$ cat src/srsdl_pkg.sv
`default_nettype none
package srsdl_pkg;

    localparam int ENTRIES    = 16;
    localparam int NAME_BYTES = 32;
    localparam int SLOT_W     = $clog2(ENTRIES);
    localparam int CNT_W      = $clog2(ENTRIES + 1);
    localparam int POS_W      = $clog2(NAME_BYTES);
    localparam int LEN_W      = $clog2(NAME_BYTES + 1);

    localparam logic [1:0] OP_CLEAR = 2'd0;
    localparam logic [1:0] OP_BYTE  = 2'd1;
    localparam logic [1:0] OP_READ  = 2'd2;

    localparam logic [2:0] OUT_MERGED    = 3'd0;
    localparam logic [2:0] OUT_INSERTED  = 3'd1;
    localparam logic [2:0] OUT_EVICTED   = 3'd2;
    localparam logic [2:0] OUT_BAD_NAME  = 3'd3;
    localparam logic [2:0] OUT_FULL      = 3'd4;
    localparam logic [2:0] OUT_READ      = 3'd5;
    localparam logic [2:0] OUT_READ_PAST = 3'd6;

    // One list entry as held by a cell
    typedef struct packed {
        logic [NAME_BYTES-1:0][7:0] name;
        logic [LEN_W-1:0]           len;
        logic signed [7:0]          str;
        logic                       sec;
    } entry_t;

    // Per-cell update command
    typedef struct packed {
        logic load_new;
        logic shift;
    } cell_ctl_t;

    typedef enum logic [1:0] {
        ST_IDLE,
        ST_FIND,
        ST_DECIDE,
        ST_READ
    } state_t;

endpackage
`default_nettype wire

$ cat src/srsdl_utf8.sv
`default_nettype none
module srsdl_utf8 (
    input  wire logic       clk,
    input  wire logic       rst_n,
    input  wire logic       restart,
    input  wire logic       step,
    input  wire logic [7:0] data,
    output logic            bad
);
    import srsdl_pkg::*;

    logic [1:0]  pending_reg, pending_next;
    logic [1:0]  extra_reg, extra_next;
    logic [20:0] cp_reg, cp_next;
    logic        invalid_reg, invalid_next;

    // Advance the decoder by one byte
    always_comb
    begin
        pending_next = pending_reg;
        extra_next   = extra_reg;
        cp_next      = cp_reg;
        invalid_next = invalid_reg;
        if (restart)
        begin
            pending_next = 2'd0;
            extra_next   = 2'd0;
            cp_next      = 21'd0;
            invalid_next = 1'b0;
        end
        else if (step && !invalid_reg)
        begin
            if (pending_reg == 2'd0)
            begin
                if (data < 8'h20 || data == 8'h7f)
                    invalid_next = 1'b1;
                else if (data < 8'h80)
                    invalid_next = 1'b0;
                else if ((data & 8'he0) == 8'hc0)
                begin
                    extra_next   = 2'd1;
                    pending_next = 2'd1;
                    cp_next      = {16'd0, data[4:0]};
                end
                else if ((data & 8'hf0) == 8'he0)
                begin
                    extra_next   = 2'd2;
                    pending_next = 2'd2;
                    cp_next      = {17'd0, data[3:0]};
                end
                else if ((data & 8'hf8) == 8'hf0)
                begin
                    extra_next   = 2'd3;
                    pending_next = 2'd3;
                    cp_next      = {18'd0, data[2:0]};
                end
                else
                    invalid_next = 1'b1;
            end
            else if ((data & 8'hc0) != 8'h80)
                invalid_next = 1'b1;
            else
            begin
                cp_next      = {cp_reg[14:0], data[5:0]};
                pending_next = pending_reg - 2'd1;
                // Reject overlong forms, surrogates and out-of-range values
                if (pending_next == 2'd0)
                begin
                    if ((extra_reg == 2'd1 && cp_next < 21'h80) ||
                        (extra_reg == 2'd2 && cp_next < 21'h800) ||
                        (extra_reg == 2'd3 && cp_next < 21'h10000) ||
                        cp_next > 21'h10ffff ||
                        (cp_next >= 21'hd800 && cp_next <= 21'hdfff))
                        invalid_next = 1'b1;
                end
            end
        end
    end

    always_ff @(posedge clk or negedge rst_n)
    begin
        if (!rst_n)
        begin
            pending_reg <= 2'd0;
            extra_reg   <= 2'd0;
            cp_reg      <= 21'd0;
            invalid_reg <= 1'b0;
        end
        else
        begin
            pending_reg <= pending_next;
            extra_reg   <= extra_next;
            cp_reg      <= cp_next;
            invalid_reg <= invalid_next;
        end
    end

    assign bad = invalid_reg || (pending_reg != 2'd0);

endmodule
`default_nettype wire

$ cat config.mk
export PLATFORM = sky130hd
export DESIGN_NAME = srsdl_utf8
export DESIGN_NICKNAME = d
export VERILOG_FILES = /design/src/srsdl_pkg.sv /design/src/srsdl_utf8.sv
export SDC_FILE = /design/constraint.sdc
export NUM_CORES = 1
export LEC_CHECK = 0
export BUFFER_PORTS_ARGS = -buffer_cell sky130_fd_sc_hd__buf_2
export CORE_UTILIZATION = 50
export DETAILED_ROUTE_END_ITERATION = 8
export PLACE_DENSITY = 0.82
export REMOVE_ABC_BUFFERS = 1
export SYNTH_ARGS = -nofsm -noshare
export SYNTH_HDL_FRONTEND = slang
export SYNTH_SLANG_ARGS = --single-unit
$ cat constraint.sdc
create_clock -name clk -period 4.7 [get_ports clk]
set_input_delay 0 -clock clk [delete_from_list [all_inputs] [get_ports clk]]
set_output_delay 0 -clock clk [all_outputs]
set_load 0.02 [all_outputs]
# Yosys cells after proc, flatten, opt, wreduce, memory -nomap -nowiden
# Index checks and enable logic that the tools add are counted.
[word_totals]
output_inout_bits = 1
wordCells = 85
register_bits = 20
[classes]
reduce_logical = 23
eq_ne = 17
add_sub_neg = 1
order_cmp = 8
muxes = 32
[ops]
columns = ["operator", "count"]
rows = [
  ["two-way mux 15 bit", 9],
  ["two-way mux 2 bit", 12],
  [">= comparator 21 x 16 -> 1 bit, second input constant", 1],
  ["greater-than comparator 21 bit, second input constant", 1],
  ["less-or-equal comparator 21 x 16 -> 1 bit, second input constant", 1],
  ["< comparator 21 x 12 -> 1 bit, second input constant", 1],
  ["< comparator 21 x 17 -> 1 bit, second input constant", 1],
  ["< comparator 21 x 8 -> 1 bit, second input constant", 1],
  ["inequality test 5 bit, second input constant", 3],
  ["nonzero test 4 bit", 3],
  ["two-way mux 1 bit", 11],
  ["AND reduction 5 bit", 2],
  ["inequality test 3 bit, second input constant", 3],
  ["equality test 8 x 7 -> 1 bit, second input constant", 1],
  ["< comparator 8 x 6 -> 1 bit, second input constant", 1],
  ["< comparator 8 bit, second input constant", 1],
  ["logical OR 1 bit", 6],
  ["inequality test 2 bit, second input constant", 3],
  ["AND reduction 6 bit", 1],
  ["nonzero test 2 bit", 3],
  ["equality test 5 bit, second input constant", 1],
  ["logical AND 1 bit", 5],
  ["inequality test 5 x 2 -> 1 bit, second input constant", 1],
  ["equality test 2 bit, second input constant", 2],
  ["6 further kinds", 7],
]

# Longest topological paths before layout
[logic_depth]
depth_word = 12
ltp_mapped = 5

# Least setup slack after synthesis
# Ideal clock, no wire load.
[synth_timing]
path_type = "register to register"
startpoint = "register pending_reg[0]"
endpoint = "register cp_reg[11]"
stages_incl_launch_ff = 6
required_ns = 4.575
setup_time_ns = 0.125
setup_slack_ns = 2.973
n_path_buf = 1
period_less_slack_ns = 1.727
arrival_ns = 1.602
cell_sequence = "dfrtp_1 -> a311oi_1 -> mux2_4 -> a21o_1 -> buf_6 -> mux2_4"
[synth_between]
elab_chain_len = 4
[synth_lines]
columns = ["element", "line_no", "text"]
rows = [
  ["start: declaration", "srsdl_utf8.sv:12", "logic [1:0] pending_reg, pending_next;"],
  ["start signal: assignment", "srsdl_utf8.sv:91", "pending_reg <= pending_next;"],
  ["logical NOT 2 bit *", "srsdl_utf8.sv:33", "if (pending_reg == 2'd0)"],
  ["parallel branches: the longest is 3 deep, another holds inequality test 5 x 2 -> 1 bit", "n/a", ""],
  ["end signal: assignment", "srsdl_utf8.sv:93", "cp_reg <= cp_next;"],
  ["end: declaration", "srsdl_utf8.sv:14", "logic [20:0] cp_reg, cp_next;"],
]
# Mark *: on every way between the ends. The select of a mux whose other input is x is not followed.
# A chain may end at the register's enable or synchronous reset.

# Worst setup path after layout
[layout_timing]
startpoint = "register pending_reg[0]"
endpoint = "register cp_reg[13]"
# Same word-level chain as after synthesis.

==> flow_summary.toml <==
[cells_and_area]
utilization = 0.631
synthToLayoutAreaGrowth_pct = 14.1
drive_above_1_share = 0.173
nNetsFinal = 146
diodes = 0
largest_reg_flops = 15
final_cell_area_um2 = 1270
n_fill_cell = 182

[timing]
slew_headroom = 0.597
worst_slew_pin_slew_ns = 0.604
period_minus_slack_ns = 2.20
fmax_mhz = 454
rsz0062_at_grt = "no"
slew_viol_final = 0
hold-worst-slack_ns = 0.0670
finalSetupViolCount = 0
final-hold-violation-count = 0
post-route-period-util = 0.468
finalClockSkew_ns = 0.00493
fin_tns_setup_ns = 0

[drt]
met2RoutedLength_mm = 1.24
drcViolationCount = 0
routed_wl_mm = 2.50
ant_nets = 0
routedLengthMet1_mm = 1.06
first_iter_violations = 23
highest_layer = "met4"
vias_per_cell = 6.18
firstDrtPassIters = 4
num_vias = 989
wl_met3_um = 156
wl_per_cell_um = 15.6

[flow_run]
maxCapViolations = 0

[setup_path]
regToRegStartpoint = "pending_reg[0]"
critPathKind = "reg -> reg"
start_kind = "register"
worstPathRequired_ns = 4.89
startpoint = "pending_reg[0]"
cp_data_arrival_time_ns = 2.39
end_kind = "register"
path_max_fanout = 12

[clock_tree]
root_buffer = "clkbuf_4"
cts_tree = "done"
numCtsBuffers = 3
clk_pin_slew_ns = 0.11
ctsHtreeMaxLevel = 1
postCtsSetupBuffers = 0
cts_buffer_depth = 2
cts_num_sinks = 20
clock_latency_ns = 0.30

[synth]
synth_top_family_by_area = "simple AND/OR/NAND/NOR gates"
synth-adder-area-share = 0
ys_warn_count = 0
synthSimpleGateAreaFrac = 0.200
ys_async_sr_fraction = 1.00
synth_edf_count = 0
synth_compound_area_frac = 0.133
synthTopCellsByArea = "dfrtp_1, mux2i_1, mux2_4"
synthesis.area_um2 = 1120
yosys.cell_count.top_type = "dfrtp_1"
netlist.area_leader.share = 0.448
syn_inst = 116
yosysTopAreaCell = "dfrtp_1"
syn-mean-instance-area_um2 = 9.63
synth-xor-area-share = 0.00784
synth_cell_types = 31
synth_seq_cells = 20
yosys-top-cells-count = "dfrtp_1, nand2_1, mux2i_1"
synth.yosys.seq_area_share = 0.448
muxShareOfSynthArea = 0.163
synth_ff_type = "dfrtp_1"

[hold_path]
min-delay-start = "restart"
hold_class = "in -> reg"

[place]
hpwlAfterDp_mm = 1.80
dpl_cell_area_um2 = 1190
io_buffers = 12
gp_congestion = 0.903

[global_routing]
track_usage = 0.246
antenna_found_initial = 0
grt_max_degree = 21
overflow = 0
grt_pass1_wl_mm = 4.47
grt_pass1_vias = 958

[die]
initial_core_util = 0.553
dieArea_um2 = 2430
io_pins = 13
die_w_um = 49.3
die_h_um = 49.3
core_um2 = 2020
std_cell_rows = 16

[power_and_ir_drop]
ir_worst_vdd_uv = 236
power_density_nw_per_um2 = 273
power_w = 0.000348
p_leak_nw = 0.580

[outcome]
outcome = "complete, no violations"
cell usage in the layout (no fill, tap or decap), types with 2 or more instances in the layout:
cell	netlist	routed
dfrtp_1	20	20
buf_2	0	12
nand2_1	11	11
mux2i_1	10	10
inv_1	8	8
nor2_1	7	7
a21oi_1	7	7
nand3_1	6	6
o21ai_0	6	6
dlygate4sd3_1	0	5
mux2_4	4	4
or3_1	3	3
nor3_1	3	3
a31oi_1	3	3
nand4_1	3	3
clkbuf_4	0	3
o31ai_1	2	2
nor4_1	2	2
o41ai_1	2	2
nor3b_1	2	2
mux2_2	2	2
final cells by class:
class,instances,area [um2],area share
Tap cell,27,33.8,0.0265
Timing Repair Buffer,17,110,0.0864
Clock buffer,4,36.3,0.0285
Sequential cell,20,500,0.393
Inverter,8,30.0,0.0236
Multi-Input combinational cell,84,564,0.443
repair_timing:
item,4_1_cts,5_1_grt
endpoints found under the hold margin,24,0
gates resized for setup,0,0
hold buffers,5,0
setup endpoints to repair,0,0
metrics by stage:
stage          setup WS (ns)  cells
2_1_floorplan           2.79    112
3_3_place_gp            2.67    151
3_5_place_dp            2.57    151
4_1_cts                 2.54    160
5_1_grt                 2.39    160
6_report                2.50    160
cells by family (layout without fill, tap and decap cells):
logic type,count (synthesis),count (layout)
AOI/OAI and AO/OA,24,24
xor gates and xnor gates,1,1
buffers and inverters,12,29
DFF,20,20
muxes,16,16
and+or+nand+nor,43,43
path summary, 6_finish.rpt:
path	endpoint	slack [ns]	cells past startpoint
worst max-delay path	cp_reg[13]	2.50	4
worst min register to register	cp_reg[6]	0.53	2
worst max register to register	cp_reg[13]	2.50	4
worst min-delay path	extra_reg[0]	0.07	2
min in group asynchronous	pending_reg[1]	0.16	2
max in group asynchronous	cp_reg[12]	4.23	2
power breakdown:
| part | switching, W | internal (W) | total, W |
|---|---|---|---|
| Sequential | 0.00000594 | 0.000178 | 0.000184 |
| Clock | 0.0000507 | 0.0000472 | 0.0000979 |
| Combinational | 0.0000394 | 0.0000275 | 0.0000669 |
critical path, cell delays in order (launching register included):
cell and delay, ns:
dfrtp_1 0.46, a311oi_1 0.45, mux2_4 0.27, a21o_1 0.51, mux2_2 0.40
layer usage:
| metal | global-route usage | vias to the layer above |
|---|---|---|
| met3 | 0.0654 | 6 |
| met4 | 0.0686 | 0 |
| met5 | 0 | - |
| li1 | - | 458 |
| met2 | 0.395 | 44 |
| met1 | 0.326 | 481 |
Note: power is estimated with default switching activity, not from simulation.
