**config.mk**
```make
export PLATFORM = sky130hd
export DESIGN_NAME = srsdl_cell
export DESIGN_NICKNAME = d
export VERILOG_FILES = /design/src/srsdl_pkg.sv /design/src/srsdl_cell.sv
export SDC_FILE = /design/constraint.sdc
export NUM_CORES = 1
export LEC_CHECK = 0
export BUFFER_PORTS_ARGS = -buffer_cell sky130_fd_sc_hd__buf_2
export CORE_AREA = 5 5 422 424
export DETAILED_ROUTE_END_ITERATION = 10
export DIE_AREA = 0 0 427 429
export GPL_TIMING_DRIVEN = 0
export PLACE_DENSITY_LB_ADDON = 0.1
export SYNTH_ARGS = -nofsm -noshare
export SYNTH_HDL_FRONTEND = slang
export SYNTH_SLANG_ARGS = --single-unit
```
**constraint.sdc**
```tcl
create_clock -name clk -period 7.6 [get_ports clk]
set_input_delay 1.52 -clock clk [delete_from_list [all_inputs] [get_ports clk]]
set_output_delay 1.52 -clock clk [all_outputs]
set_load 0.1 [all_outputs]
```
**src/srsdl_pkg.sv**
```systemverilog
`default_nettype none
package srsdl_pkg;

    localparam int ENTRIES    = 16;
    localparam int NAME_BYTES = 32;
    localparam int SLOT_W     = $clog2(ENTRIES);
    localparam int CNT_W      = $clog2(ENTRIES + 1);
    localparam int POS_W      = $clog2(NAME_BYTES);
    localparam int LEN_W      = $clog2(NAME_BYTES + 1);

    localparam logic [1:0] OP_CLEAR = 2'd0;
    localparam logic [1:0] OP_BYTE  = 2'd1;
    localparam logic [1:0] OP_READ  = 2'd2;

    localparam logic [2:0] OUT_MERGED    = 3'd0;
    localparam logic [2:0] OUT_INSERTED  = 3'd1;
    localparam logic [2:0] OUT_EVICTED   = 3'd2;
    localparam logic [2:0] OUT_BAD_NAME  = 3'd3;
    localparam logic [2:0] OUT_FULL      = 3'd4;
    localparam logic [2:0] OUT_READ      = 3'd5;
    localparam logic [2:0] OUT_READ_PAST = 3'd6;

    // One list entry as held by a cell
    typedef struct packed {
        logic [NAME_BYTES-1:0][7:0] name;
        logic [LEN_W-1:0]           len;
        logic signed [7:0]          str;
        logic                       sec;
    } entry_t;

    // Per-cell update command
    typedef struct packed {
        logic load_new;
        logic shift;
    } cell_ctl_t;

    typedef enum logic [1:0] {
        ST_IDLE,
        ST_FIND,
        ST_DECIDE,
        ST_READ
    } state_t;

endpackage
`default_nettype wire

```
**src/srsdl_cell.sv**
```systemverilog
`default_nettype none
module srsdl_cell (
    input  wire logic                                   clk,
    input  wire srsdl_pkg::cell_ctl_t                   ctl,
    input  wire srsdl_pkg::entry_t                      prev_entry,
    input  wire srsdl_pkg::entry_t                      new_entry,
    input  wire logic [srsdl_pkg::NAME_BYTES-1:0][7:0]  rec_name,
    input  wire logic [srsdl_pkg::LEN_W-1:0]            rec_len,
    input  wire logic signed [7:0]                      strength,
    input  wire logic [srsdl_pkg::POS_W-1:0]            rd_pos,
    output srsdl_pkg::entry_t                           entry,
    output logic                                        match,
    output logic                                        lt,
    output logic [7:0]                                  rd_byte
);
    import srsdl_pkg::*;

    entry_t entry_reg;

    // Load the new record, take the neighbor's entry, or hold
    always_ff @(posedge clk)
    begin
        if (ctl.load_new)
            entry_reg <= new_entry;
        else if (ctl.shift)
            entry_reg <= prev_entry;
    end

    // Compare the held name against the record
    always_comb
    begin
        match = (entry_reg.len == rec_len);
        for (int i = 0; i < NAME_BYTES; i++)
        begin
            if (LEN_W'(i) < rec_len && entry_reg.name[i] != rec_name[i])
                match = 1'b0;
        end
    end

    assign lt      = entry_reg.str < strength;
    assign rd_byte = (LEN_W'(rd_pos) < entry_reg.len) ? entry_reg.name[rd_pos] : 8'd0;
    assign entry   = entry_reg;

endmodule
`default_nettype wire

```
# Yosys cells after proc, flatten, opt, wreduce, memory -nomap -nowiden
# Index checks and enable logic that the tools add are counted.
# Widths: inputs -> output; s select.
totals:
  register_bits: 271
  in_bits: 820
  out_inout_bits: 281
  wordCells: 173
classes:
  order_cmp: 35
  eq_ne: 33
  mux: 37
  n_reduce_logical: 33
op_table:
  columns: ["cell", "count"]
  rows:
  - ["$mux 271", 2]
  - ["$ne 8x8->1", 32]
  - ["$lt 5x6->1 const A", 16]
  - ["$lt 4x6->1 const A", 8]
  - ["$bmux 8 s5", 1]
  - ["$logic_and 1x1->1", 32]
  - ["$mux 1", 32]
  - ["$lt 3x6->1 const A", 4]
  - ["$mux 8", 2]
  - ["$lt 1x6->1 const A", 2]
  - ["$lt 2x6->1 const A", 2]
  - ["$lt 8x8->1", 1]
  - ["$eq 6x6->1", 1]
  - ["$lt 5x6->1", 1]
  - ["$lt 5x6->1 const B", 1]
  - ["$reduce_bool 2->1", 1]

# Logic depth before layout (Yosys ltp)
depth:
  word_depth: 34
  ltp_mapped: 9
  depth_no_buf: 8

# Worst setup path before layout
# OpenSTA, ideal clock, no wires.
synth_path:
  path_type: "input port to output port"
  start: "input port rec_len[4] in the netlist's numbering"
  end: "output port match"
  arrival_ns: 5.779
  t_required_ns: 6.080
  path_slack_ns: 0.301
  path_stages: 9
  path_buffers: 2
  cell_sequence: "clkbuf_1 or2_1 buf_2 nor3_1 a22oi_1 nor3_2 a31oi_1 o22ai_1 nor4b_1"
synth_via:
  elab_chain_cells: 34
  elab_cells_between_ends: 97
  classes_between: "order compare: 32; eq/ne: 1; mux: 32; reduce/logical: 32"
synth_rtl:
  columns: ["item", "line_no", "rtl"]
  rows:
  - ["start, declared", "srsdl_cell.sv:8", "input wire logic [srsdl_pkg::LEN_W-1:0] rec_len,"]
  - ["$lt 1x6->1", "srsdl_cell.sv:35", "if (LEN_W'(i) < rec_len && entry_reg.name[i] != rec_name[i])"]
  - ["$logic_and 1x1->1", "srsdl_cell.sv:35", null]
  - ["$mux 1 (31 in series)", "srsdl_cell.sv:35", null]
  - ["$mux 1 (*)", "srsdl_cell.sv:35", null]
  - ["end, declared", "srsdl_cell.sv:12", "output logic match,"]
# Every way passes the cells marked *; elsewhere a longest branch is shown, timed or not.

# Worst setup path in the final report
layout_path:
  start: "input port rec_name[0] in the netlist's numbering"
  end: "output port match"
layout_via:
  elab_chain_cells: 34
layout_rtl:
  columns: ["item", "line_no", "rtl"]
  rows:
  - ["start, declared", "srsdl_cell.sv:7", "input wire logic [srsdl_pkg::NAME_BYTES-1:0][7:0] rec_name,"]
  - ["$ne 8x8->1", "srsdl_cell.sv:35", null]
  - ["$logic_and 1x1->1", "srsdl_cell.sv:35", null]
  - ["$mux 1 (32 in series)", "srsdl_cell.sv:35", null]
# Every way passes these cells.

==> impl_metrics.csv <==
group,metric,value,unit
synthesis,synth_edf_count,271,
synthesis,ys_seq_elements,271,
power_and_ir_drop,ir_drop,0.139,mV
synthesis,syn_avg_cell_area,14.6,um^2
global_route,grt_pass1_wl,181,mm
place,placement.io_buffers,1095,
setup_path,end_kind,"primary output",
clock_tree,cts_tree,"done",
min_path,holdPathStages,2,
timing,final.min_clock_period,6.33,ns
synthesis,syn_area,16800,um^2
timing,rsz0062_at_grt,"false",
clock_tree,cts_buffers,40,
timing,hold_viol,0,
detailed_routing,antenna_left,0,
power_and_ir_drop,power,6.53,mW
detailed_routing,drc,0,
setup_path,arrival,4.81,ns
layout,area_growth,58.1,%
timing,maxSlewViolCount,0,
clock_tree,cts_max_level,2,
power_and_ir_drop,clock_power_share,27.1,%
power_and_ir_drop,swShare,46.8,%
synthesis,async_flop_share,0,%
timing,maxSlewHeadroom,7.60,%
layout,fillers,19600,
synthesis,synth-main-ff-cell,"edfxtp_1",
global_route,antenna_found_initial,73,
place,dp_hpwl,128,mm
synthesis,yosysSeqAreaShare,48.3,%
layout,nets,3129,
clock_tree,clock_sinks,271,
job,max_cap_viol_count,0,
floorplanning,dieArea,183000,um^2
setup_path,cp_max_fo,2,
setup_path,required,6.08,ns
timing,tightest_slew,1.39,ns
layout,drive_above_1_share,65.7,%
floorplanning,die_x,427,um
setup_path,crit_top_cell,"buf_2",
timing,setup_viol,0,
setup_path,critPathKind,"in2out",
synthesis,syn_nets,1985,
timing,holdWs,1.23,ns
timing,fmax,158,MHz
detailed_routing,drtIter0Drc,936,
min_path,hp-start,"prev_entry[259]",
detailed_routing,drt-wirelength-per-cell,31.0,um
clock_tree,ctsHoldBuffers,0,
power_and_ir_drop,powerDensity,245,nW/um^2
floorplanning,die_y,429,um
setup_path,crit_buf_inv,2,
global_route,grt_usage,15.1,%
clock_tree,cts_max_path_buffers,3,
floorplanning,io_pins,1101,
place,dpl.cell_count,4581,
global_route,grt_max_degree,60,
global_route,grt_pass1_vias,17400,
min_path,hold_end,"entry[259]",
floorplanning,start_util,9.72,%
setup_path,worstPathCellList,"buf_2 -> xnor2_1 -> nand4_1 -> nor4_1 -> o211ai_1 -> nor2_1 -> nand4b_1 -> nor4b_1 -> buf_2",
synthesis,yosysWarnings,0,
power_and_ir_drop,p_leak,10.5,nW
min_path,hold_path_class,"in2reg",
floorplanning,core_area,173000,um^2
detailed_routing,vias,15600,
detailed_routing,wl,145,mm
outcome,status,"finished clean",
timing,fin_crit_sh,83.2,%
clock_tree,clk_pin_slew_worst_paths,0.06,ns
clock_tree,cts_resized,0,
setup_path,critPathMaxStageDelay,1.21,ns
power_and_ir_drop,p_int,3.48,mW
detailed_routing,routed_via_density,3.35,
power_and_ir_drop,combPwrFrac,39.8,%
place,routabilityCongestion,0.952,
floorplanning,num_rows,153,
layout,largest_reg_flops,271,
setup_path,crit_slowest_cell,"nor4_1",
power_and_ir_drop,power_switching,3.06,mW
clock_tree,cts-root-buf,"clkbuf_16",
synthesis,syn-instance-count,1154,
setup_path,critPathTopFamily,"simple AND/OR/NAND/NOR gates",
global_route,grt_overflow_total,0,
clock_tree,cts_setup_buffers,0,
detailed_routing,dr.pass1.iters,5,
power_and_ir_drop,seq_power_share,33.1,%
layout,final_cells,4674,
setup_path,critPathLaunchType,"input port",
synthesis,synth.distinct_cells,44,
cells by family after synthesis:
| logic type | Yosys count | share of synthesized area [%] |
|---|---|---|
| multiplexers | 359 | 29.3 |
| AO/OA/AOI/OAI | 51 | 1.98 |
| AND/OR/NAND/NOR | 130 | 4.27 |
| buffers and inverters | 70 | 1.74 |
| adder cells (fa/ha/maj) | 11 | 0.817 |
| XOR/XNOR | 262 | 13.6 |
| flip-flops | 271 | 48.3 |
cell usage after synthesis, types with 2 or more instances:
library cell  number  share of area, %
nor2_1            26              0.58
xnor2_1          188               9.8
o21ai_0           12              0.36
ha_1              11              0.82
a22oi_1            2             0.089
xor2_1            74               3.8
nand2_1           12              0.27
edfxtp_1         271                48
nand2b_1           2             0.074
nand4_1           50               1.9
o22ai_1            6              0.22
nand3_1            2             0.059
inv_1             15              0.33
mux2i_1            8              0.48
nor4_1            24              0.89
nor3_1             6              0.18
a211oi_1           4              0.18
buf_1              4             0.089
a31oi_1            3              0.11
a21oi_1            6              0.18
buf_2              4              0.12
buf_4              5              0.22
a21o_1             8              0.36
o211ai_1           2             0.089
clkbuf_1          41              0.91
mux2_2           271                18
mux4_2            80                11
cells in the final DEF (no fill, tap or decap), types with 2 or more instances in the layout:
master / instances
nor3_1: 6
clkinv_2: 7
o211ai_1: 2
nand4_1: 50
buf_2: 1099
nor4_1: 21
inv_1: 15
a211oi_1: 4
mux2i_1: 8
xor2_1: 74
clkinvlp_4: 2
buf_4: 7
diode_2: 24
clkbuf_2: 5
ha_1: 11
nand3_1: 2
nand2_1: 12
buf_16: 5
a22oi_1: 2
buf_1: 4
clkbuf_1: 44
mux4_2: 80
clkbuf_16: 41
clkinv_1: 9
nor2_1: 26
nor4_2: 3
edfxtp_1: 271
xnor2_1: 188
a31oi_1: 3
o21ai_0: 12
nand2b_1: 2
mux2_2: 271
a21o_1: 8
o22ai_1: 6
a21oi_1: 6
power by group through the flow:
stage | Clock, mW | Combinational [mW] | Sequential [mW]
global route | 1.93 | 2.69 | 2.18
detailed placement | 0 | 2.64 | 2.21
CTS | 1.89 | 2.65 | 2.18
global placement | 0 | 2.64 | 2.23
floorplan | 0 | 0.619 | 3.20
finish | 1.77 | 2.60 | 2.16
routing by layer:
layer,vias to the layer above,part of all wire (%),global-route usage [%]
met2,691,54,28.7
li1,6821,-,-
met4,26,2.1,3.17
met5,-,0.12,0
met1,7970,39,17.5
met3,134,5.3,2.65
area by class of cell:
cell class	count	area (um^2)	area share, %
diodes	24	60.1	0.225
plain buffers	55	244	0.916
clock buffers	49	1060	3.96
clock inverters	20	101	0.380
inverters	15	56.3	0.211
multi-input cells	813	8440	31.7
flip-flops and latches	271	8140	30.6
well taps	2325	2910	10.9
repair buffers	1102	5630	21.1
worst max path at each step:
stage                        from         end  slack [ns]  cells past startpoint
CTS                   rec_name[1]       match        1.12                      9
global route        rec_name[243]       match        1.13                      9
floorplan              rec_len[4]       match        0.30                      9
finish                rec_name[0]       match        1.27                      9
global placement           ctl[1]  entry[107]       -3.08                      4
detailed placement    rec_name[1]       match        1.15                      9
per-stage QoR:
stage	TNS (ns)	cell area (um^2)	utilization, %	setup slack (ns)
finish	0	26600	15.4	1.27
global route	0	26600	15.3	1.13
CTS	0	26600	15.3	1.12
detailed placement	0	25400	14.7	1.15
global placement	-803.77	25200	14.6	-3.08
floorplan	0	16800	-	0.301
No activity file was read; power rests on OpenSTA's default activity.
